### config.mk
export PLATFORM = sky130hd
export DESIGN_NAME = crc32_word_stream_unit
export DESIGN_NICKNAME = d
export VERILOG_FILES = /design/src/rtl/core/crc32ws_pkg.sv /design/src/rtl/core/crc32_word_stream_unit.sv
export SDC_FILE = /design/constraint.sdc
export NUM_CORES = 1
export LEC_CHECK = 0
export ABC_CLOCK_PERIOD_IN_PS = 4300
export BUFFER_PORTS_ARGS = -buffer_cell sky130_fd_sc_hd__buf_2
export CAP_MARGIN = 15
export CORE_AREA = 3 3 122 124
export CTS_BUF_LIST = sky130_fd_sc_hd__clkbuf_8
export DETAILED_ROUTE_END_ITERATION = 12
export DIE_AREA = 0 0 125 127
export PLACE_DENSITY_LB_ADDON = 0.3
export SLEW_MARGIN = 20
export SYNTH_ARGS = -nofsm -noshare
export SYNTH_HDL_FRONTEND = slang
export SYNTH_SLANG_ARGS = --single-unit
### constraint.sdc
create_clock -name aclk -period 4.3 [get_ports aclk]
set_input_delay 0 -clock aclk [delete_from_list [all_inputs] [get_ports aclk]]
set_output_delay 0 -clock aclk [all_outputs]
set_load 0.05 [all_outputs]
### src/rtl/core/crc32ws_pkg.sv
package crc32ws_pkg;

    localparam int unsigned CRC_WIDTH = 32;

    localparam logic [CRC_WIDTH-1:0] CRC_INIT = 32'hFFFF_FFFF;
    localparam logic [CRC_WIDTH-1:0] CRC_POLY = 32'h04C1_1DB7;

    typedef logic [CRC_WIDTH-1:0] crc_word_t;

    // fold one word into the crc, msb first; a fixed xor network once unrolled
    function automatic crc_word_t crc32ws_fold(input crc_word_t crc, input crc_word_t word);
        crc_word_t c;
        c = crc;
        for (int i = CRC_WIDTH - 1; i >= 0; i--) begin
            if (c[CRC_WIDTH-1] ^ word[i]) begin
                c = {c[CRC_WIDTH-2:0], 1'b0} ^ CRC_POLY;
            end else begin
                c = {c[CRC_WIDTH-2:0], 1'b0};
            end
        end
        return c;
    endfunction

endpackage

### src/rtl/core/crc32_word_stream_unit.sv
// channel | dir | tdata (low bit up) | tuser | tlast
// s_      | in  | data_word [31:0]   | -     | last_word
// m_      | out | crc_value [31:0]   | -     | -
//
// one word accepted per cycle unless stalled, back to back, with no gaps between messages
// the last word of a message passes the input register, then is folded into
// the running crc and the result register, from which the crc leaves
// the 32 crc steps of a word unroll into one xor network between those registers
// aresetn (synchronous, active low) empties both stages and sets the crc to all ones
// a stalled result holds only the input stage once that holds a last word
module crc32_word_stream_unit (
    input  logic                    aclk,
    input  logic                    aresetn,
    // input channel
    input  logic                    s_tvalid,
    output logic                    s_tready,
    input  crc32ws_pkg::crc_word_t  s_tdata,   // [31:0] data_word
    input  logic                    s_tlast,   // last_word
    // result channel
    output logic                    m_tvalid,
    input  logic                    m_tready,
    output crc32ws_pkg::crc_word_t  m_tdata    // [31:0] crc_value
);
    import crc32ws_pkg::*;

    // input stage
    logic      in_valid_reg;
    logic      in_valid_next;
    crc_word_t in_word_reg;
    logic      in_last_reg;

    // running crc
    crc_word_t crc_reg;
    crc_word_t crc_next;

    // result stage
    logic      out_valid_reg;
    logic      out_valid_next;
    crc_word_t out_crc_reg;

    crc_word_t folded;
    logic      s_accept;
    logic      advance;
    logic      out_free;

    // fold the held word into the running crc
    assign folded = crc32ws_fold(crc_reg, in_word_reg);

    // result register can take a new value when empty or being drained
    assign out_free = !out_valid_reg || m_tready;

    // a non-last word never needs the result register, so it never waits on it
    assign advance  = in_valid_reg && (!in_last_reg || out_free);
    assign s_tready = !in_valid_reg || advance;
    assign s_accept = s_tvalid && s_tready;

    always_comb begin
        in_valid_next = in_valid_reg;
        if (s_accept) begin
            in_valid_next = 1'b1;
        end else if (advance) begin
            in_valid_next = 1'b0;
        end
    end

    always_comb begin
        crc_next = crc_reg;
        if (advance) begin
            // restart at all ones once a message is closed
            crc_next = in_last_reg ? CRC_INIT : folded;
        end
    end

    always_comb begin
        out_valid_next = out_valid_reg;
        if (advance && in_last_reg) begin
            out_valid_next = 1'b1;
        end else if (m_tready) begin
            out_valid_next = 1'b0;
        end
    end

    // control state
    always_ff @(posedge aclk) begin
        if (!aresetn) begin
            in_valid_reg  <= 1'b0;
            out_valid_reg <= 1'b0;
            crc_reg       <= CRC_INIT;
        end else begin
            in_valid_reg  <= in_valid_next;
            out_valid_reg <= out_valid_next;
            crc_reg       <= crc_next;
        end
    end

    // payload, no reset needed
    always_ff @(posedge aclk) begin
        if (s_accept) begin
            in_word_reg <= s_tdata;
            in_last_reg <= s_tlast;
        end
        if (advance && in_last_reg) begin
            out_crc_reg <= folded;
        end
    end

    assign m_tvalid = out_valid_reg;
    assign m_tdata  = out_crc_reg;

endmodule

After elaboration in Yosys (flattened, before gate mapping)
Cells that the tools add are included.
Word-level totals
  register bits: 99
  input port bits: 37
Operators by class
  muxes and demuxes: 37
  bitwise logic cells: 64
  reductions and logical operators: 11
Operators by type and width (number)
  $mux W27: 32
  $not A14 Y14: 32
  $mux W32: 1
  $xor A1 B1 Y1: 32
  $mux W1: 4
  $reduce_bool A2 Y1: 2
  $logic_and A1 B1 Y1: 3
  $logic_not A1 Y1: 3
  $logic_or A1 B1 Y1: 3

Depth between registers and ports, before layout
  word-level depth: 65
  gate-level depth with buffers: 10
  gate-level depth less buffers: 9

Worst setup path before layout
No wires, ideal clock.
  path kind: register to register
  from: register in_word_reg[29]
  to: register out_crc_reg[11], in the netlist m_tdata[11], data pin
  library setup time: 269 ps
  data arrival time: 3661 ps
  slack: 371 ps
  stages on the path, launching flop included: 10
  period minus slack after synthesis: 3929 ps
  path through: edfxtp_1 > xnor2_2 > xnor3_2 > xnor3_1 > xnor3_2 > xor2_2 > xnor3_1 > buf_6 > xnor3_1 > xor2_1
On the way
  longest elaborated chain between the ends: 38
RTL lines
  from (decl): RTL line crc32_word_stream_unit.sv:29  | crc_word_t in_word_reg;
  from (signal assigned): RTL line crc32_word_stream_unit.sv:99  | in_word_reg <= s_tdata;
  $xor A1 B1 Y1 *: RTL line crc32ws_pkg.sv:15  | if (c[CRC_WIDTH-1] ^ word[i]) begin
  $mux W27 *: RTL line crc32ws_pkg.sv:15
  $not A14 Y14 (no line)
  $mux W27: RTL line crc32ws_pkg.sv:15
  $not A14 Y14 (no line) or $mux W27 (tied branches)
  $mux W27 or $not A14 Y14 (tied branches)
  $mux W27: RTL line crc32ws_pkg.sv:15
  $mux W27 or $not A14 Y14 (tied branches)
  (+23 left out)
  $not A14 Y14 (no line) or $mux W27 (tied branches)
  $mux W27 or $not A14 Y14 (tied branches)
  $mux W27: RTL line crc32ws_pkg.sv:15
  $not A14 Y14 (no line) or $xor A1 B1 Y1 (tied branches)
  $mux W27: RTL line crc32ws_pkg.sv:15
  $not A14 Y14 (no line)
  $mux W27 *: RTL line crc32ws_pkg.sv:15
  via folded[11]: RTL line crc32_word_stream_unit.sv:41  | crc_word_t folded;
  to (signal assigned): RTL line crc32_word_stream_unit.sv:103  | out_crc_reg <= folded;
  to (decl): RTL line crc32_word_stream_unit.sv:39  | crc_word_t out_crc_reg;
Mark *: on every way through the listed nets, which the timed path passes. The rest lies on a longest branch.
A chain may end at the register's enable or synchronous reset.

Worst setup path after layout
  from: register in_word_reg[31]
  to: register crc_reg[28]
On the way
  longest elaborated chain between the ends: 38
RTL lines
  $xor A1 B1 Y1 *: RTL line crc32ws_pkg.sv:15
  $mux W27 *: RTL line crc32ws_pkg.sv:15
  $not A14 Y14 (no line)
  $mux W27 (2 in a row): RTL line crc32ws_pkg.sv:15
  $mux W27 or $not A14 Y14 (tied branches)
  $not A14 Y14 (no line) or $mux W27 (tied branches)
  $mux W27 or $not A14 Y14 (tied branches)
  $xor A1 B1 Y1 or $mux W27 (tied branches): RTL line crc32ws_pkg.sv:15
  (+20 left out)
  $not A14 Y14 (no line) or $xor A1 B1 Y1 (tied branches)
  $mux W27: RTL line crc32ws_pkg.sv:15
  $not A14 Y14 (no line)
  $mux W27 (3 in a row): RTL line crc32ws_pkg.sv:15
  $not A14 Y14 (no line)
  $mux W27 *: RTL line crc32ws_pkg.sv:15
  via folded[28]: RTL line crc32_word_stream_unit.sv:41
  $mux W32 *: RTL line crc32_word_stream_unit.sv:70  | crc_next = in_last_reg ? CRC_INIT : folded;
  to (signal assigned): RTL line crc32_word_stream_unit.sv:92  | crc_reg <= crc_next;
  to (decl): RTL line crc32_word_stream_unit.sv:33  | crc_word_t crc_reg;
Marked as above.

==> impl_metrics.csv <==
group,metric,value,unit
status,status,"finished, final reports clean",
clock_network,clk_path_buf_depth,2,
critical_path,cp_cell_sequence,"xnor2_2 > xnor3_1 > xnor2_2 > xnor2_1 > buf_4 > xnor3_2 > xor3_1 > xnor3_1 > nor2_1 > o21ai_0",
clock_network,cts_buffers,9,
die,core,13880,um2
cells_and_area,drive_gt1_share,24.64,%
critical_path,critical-path-max-stage-delay,560,ps
cells_and_area,ff_latch_area,2633,um2
grt,grt_overflow,0,
timing,hold_violations,0,
cells_and_area,nNetsFinal,649,
die,initial_core_util,47.49,%
synthesis,seq_area_frac_synth,39.93,%
grt,track_usage,22.01,%
detailed_routing,drtIter0Drc,192,
timing,fin_crit,4041,ps
detailed_routing,first_pass_iters,4,
synthesis,synth_area_per_cell,14.00,um2
critical_path,criticalPathCategory,"reg2reg",
timing,fin_worst_skew,15.11,ps
synthesis,syn_area,6593,um2
detailed_routing,wl_per_cell,21.20,um
synthesis,yosysWarnings,0,
synthesis,ys_ff_latch,99,
critical_path,crit_slowest_cell,"xnor3_1",
critical_path,cp-end-kind,"flop",
grt,grt_pass1_wl,25610,um
cells_and_area,syn_to_final_growth,20.80,%
detailed_routing,viasPerCell,5.009,
placement,port_buffers,70,
detailed_routing,drcViolationCount,0,
critical_path,start_kind,"flop",
cells_and_area,fill_cells,1150,
hold_path,hp-class,"in2reg",
critical_path,required,4520,ps
critical_path,cp.buffers_inverters,1,
timing,fmax,247.4,MHz
cells_and_area,multiInputGateArea,3921,um2
cells_and_area,antennaDiodeCount,0,
die,die_h,127,um
die,die_x,125,um
clock_network,clk_pin_slew_worst_paths,90,ps
placement,gp_congestion,0.9220,
detailed_routing,antenna_left,0,
placement,place_hpwl,12780,um
critical_path,cp_max_fo,5,
critical_path,critPathTopFamily,"XOR/XNOR gates",
grt,antenna_found_initial,1,
clock_network,cts_tree,"yes",
timing,slew_headroom,26.39,%
clock_network,h-tree-depth,3,
detailed_routing,drt_wl_total,16900,um
grt,grt_pass1_vias,4230,
detailed_routing,vias,3992,
clock_network,cts_sinks,99,
timing,fin_crit_sh,93.98,%
die,io_pins,71,
clock_network,cts_root_buf,"clkbuf_8",
grt,grt_max_degree,32,
cells_and_area,final_common_cell,"xnor2_1",
timing,setup_tns,0,ps
synthesis,ys_types,34,
die,die_area,15880,um2
timing,drv_slew,0,
die,rows,43,
timing,rsz0062_at_grt,"false",
timing,tightestPinTransition,1096,ps
cells_and_area,final_cell_mix,"xnor2_1 (142), buf_2 (70), edfxtp_1 (65)",
synthesis,syn-instance-count,471,
critical_path,cp.arrival,4260,ps
timing,setup_viol,0,
synthesis,syn-num-nets,508,
clock_network,worstSkewPairLatency,400,ps
run,timing.max_cap.violations,0,
## per-stage QoR
| stage | utilization, % | hold WS (ps) | std cells | setup slack (ps) | cell area [um2] |
|---|---|---|---|---|---|
| 4_1_cts | 57.30 | 284.5 | 797 | 209.9 | 7954 |
| 3_5_place_dp | 53.24 | 178.1 | 744 | 237.7 | 7390 |
| 5_1_grt | 57.37 | 301.9 | 797 | 79.14 | 7964 |
| 2_1_floorplan | - | 98.87 | 471 | 370.7 | 6593 |
| 6_report | 57.37 | 305.9 | 797 | 258.7 | 7964 |
| 3_3_place_gp | 53.24 | 177.0 | 744 | 208.4 | 7390 |
## kinds of logic after synthesis
| kind of cell | share of synthesized area (%) |
|---|---|
| compound gates | 3.321 |
| simple gates | 5.276 |
| xor+xnor | 50.50 |
| buf+inv | 0.9679 |
| flops | 39.93 |
## cell usage after synthesis
library cell,count,area share [%]
a211o_1,16,2.1
a21oi_1,1,0.076
a31oi_1,1,0.095
and2_1,17,1.6
and3_1,4,0.38
and3b_1,2,0.27
buf_1,2,0.11
buf_6,1,0.17
clkbuf_1,8,0.46
dfxtp_1,34,10
edfxtp_1,65,30
inv_1,4,0.23
nand2_1,9,0.51
nand2b_1,1,0.095
nand3_1,2,0.15
nor2_1,18,1.0
nor2b_1,1,0.095
nor3_1,11,0.84
nor3_2,2,0.30
o211ai_1,2,0.23
o21a_1,1,0.11
o21ai_0,6,0.46
o21ai_1,1,0.076
o32a_1,1,0.15
xnor2_1,143,19
xnor2_2,14,3.5
xnor2_4,4,1.7
xnor3_1,46,16
xnor3_2,5,1.8
xor2_1,37,4.9
xor2_2,4,0.99
xor2_4,1,0.42
xor3_1,6,2.2
xor3_2,1,0.38
## worst register-to-register path, stage by stage (launching register included)
cell      delay [ps]
edfxtp_1         440
xnor2_2          390
xnor3_1          560
xnor2_2          490
xnor2_1          190
buf_4            200
xnor3_2          370
xor3_1           480
xnor3_1          420
nor2_1           210
o21ai_0          130
## final timing paths
check,start,endpoint,slack [ps],depth (start not counted)
setup / recovery,in_word_reg[31],crc_reg[28],260,10
hold / removal,s_tdata[30],in_word_reg[30],310,2
setup reg to reg,in_word_reg[31],crc_reg[28],260,10
hold reg to reg,crc_reg[30],crc_reg[30],490,2
## final cells by class
cell class	count	share of cell area, %
clock buffer	10	1.728
clock inverter	6	0.7070
inverter	4	0.1885
multi-input combinational	357	49.24
sequential	99	33.06
tap	180	2.828
timing repair buffer	141	12.25
## metal layers
metal | vias to the layer above | part of all wire, % | global-route usage [%]
li1 | 1892 | - | -
met4 | 2 | 1.8 | 6.122
met5 | - | 0.053 | 0
met1 | 1947 | 43 | 28.81
met2 | 130 | 49 | 37.39
met3 | 21 | 5.5 | 4.724
## timing repair
item / in CTS / in global routing
hold buffers: 37 / 0
buffers inserted: 0 / 0
gates resized for setup: 0 / 1
endpoints found under the hold margin: 35 / 0
endpoints found under the setup margin: 0 / 3
Power is not shown: default switching activity piles up to over one toggle a cycle in this logic, so the estimate is an artifact.
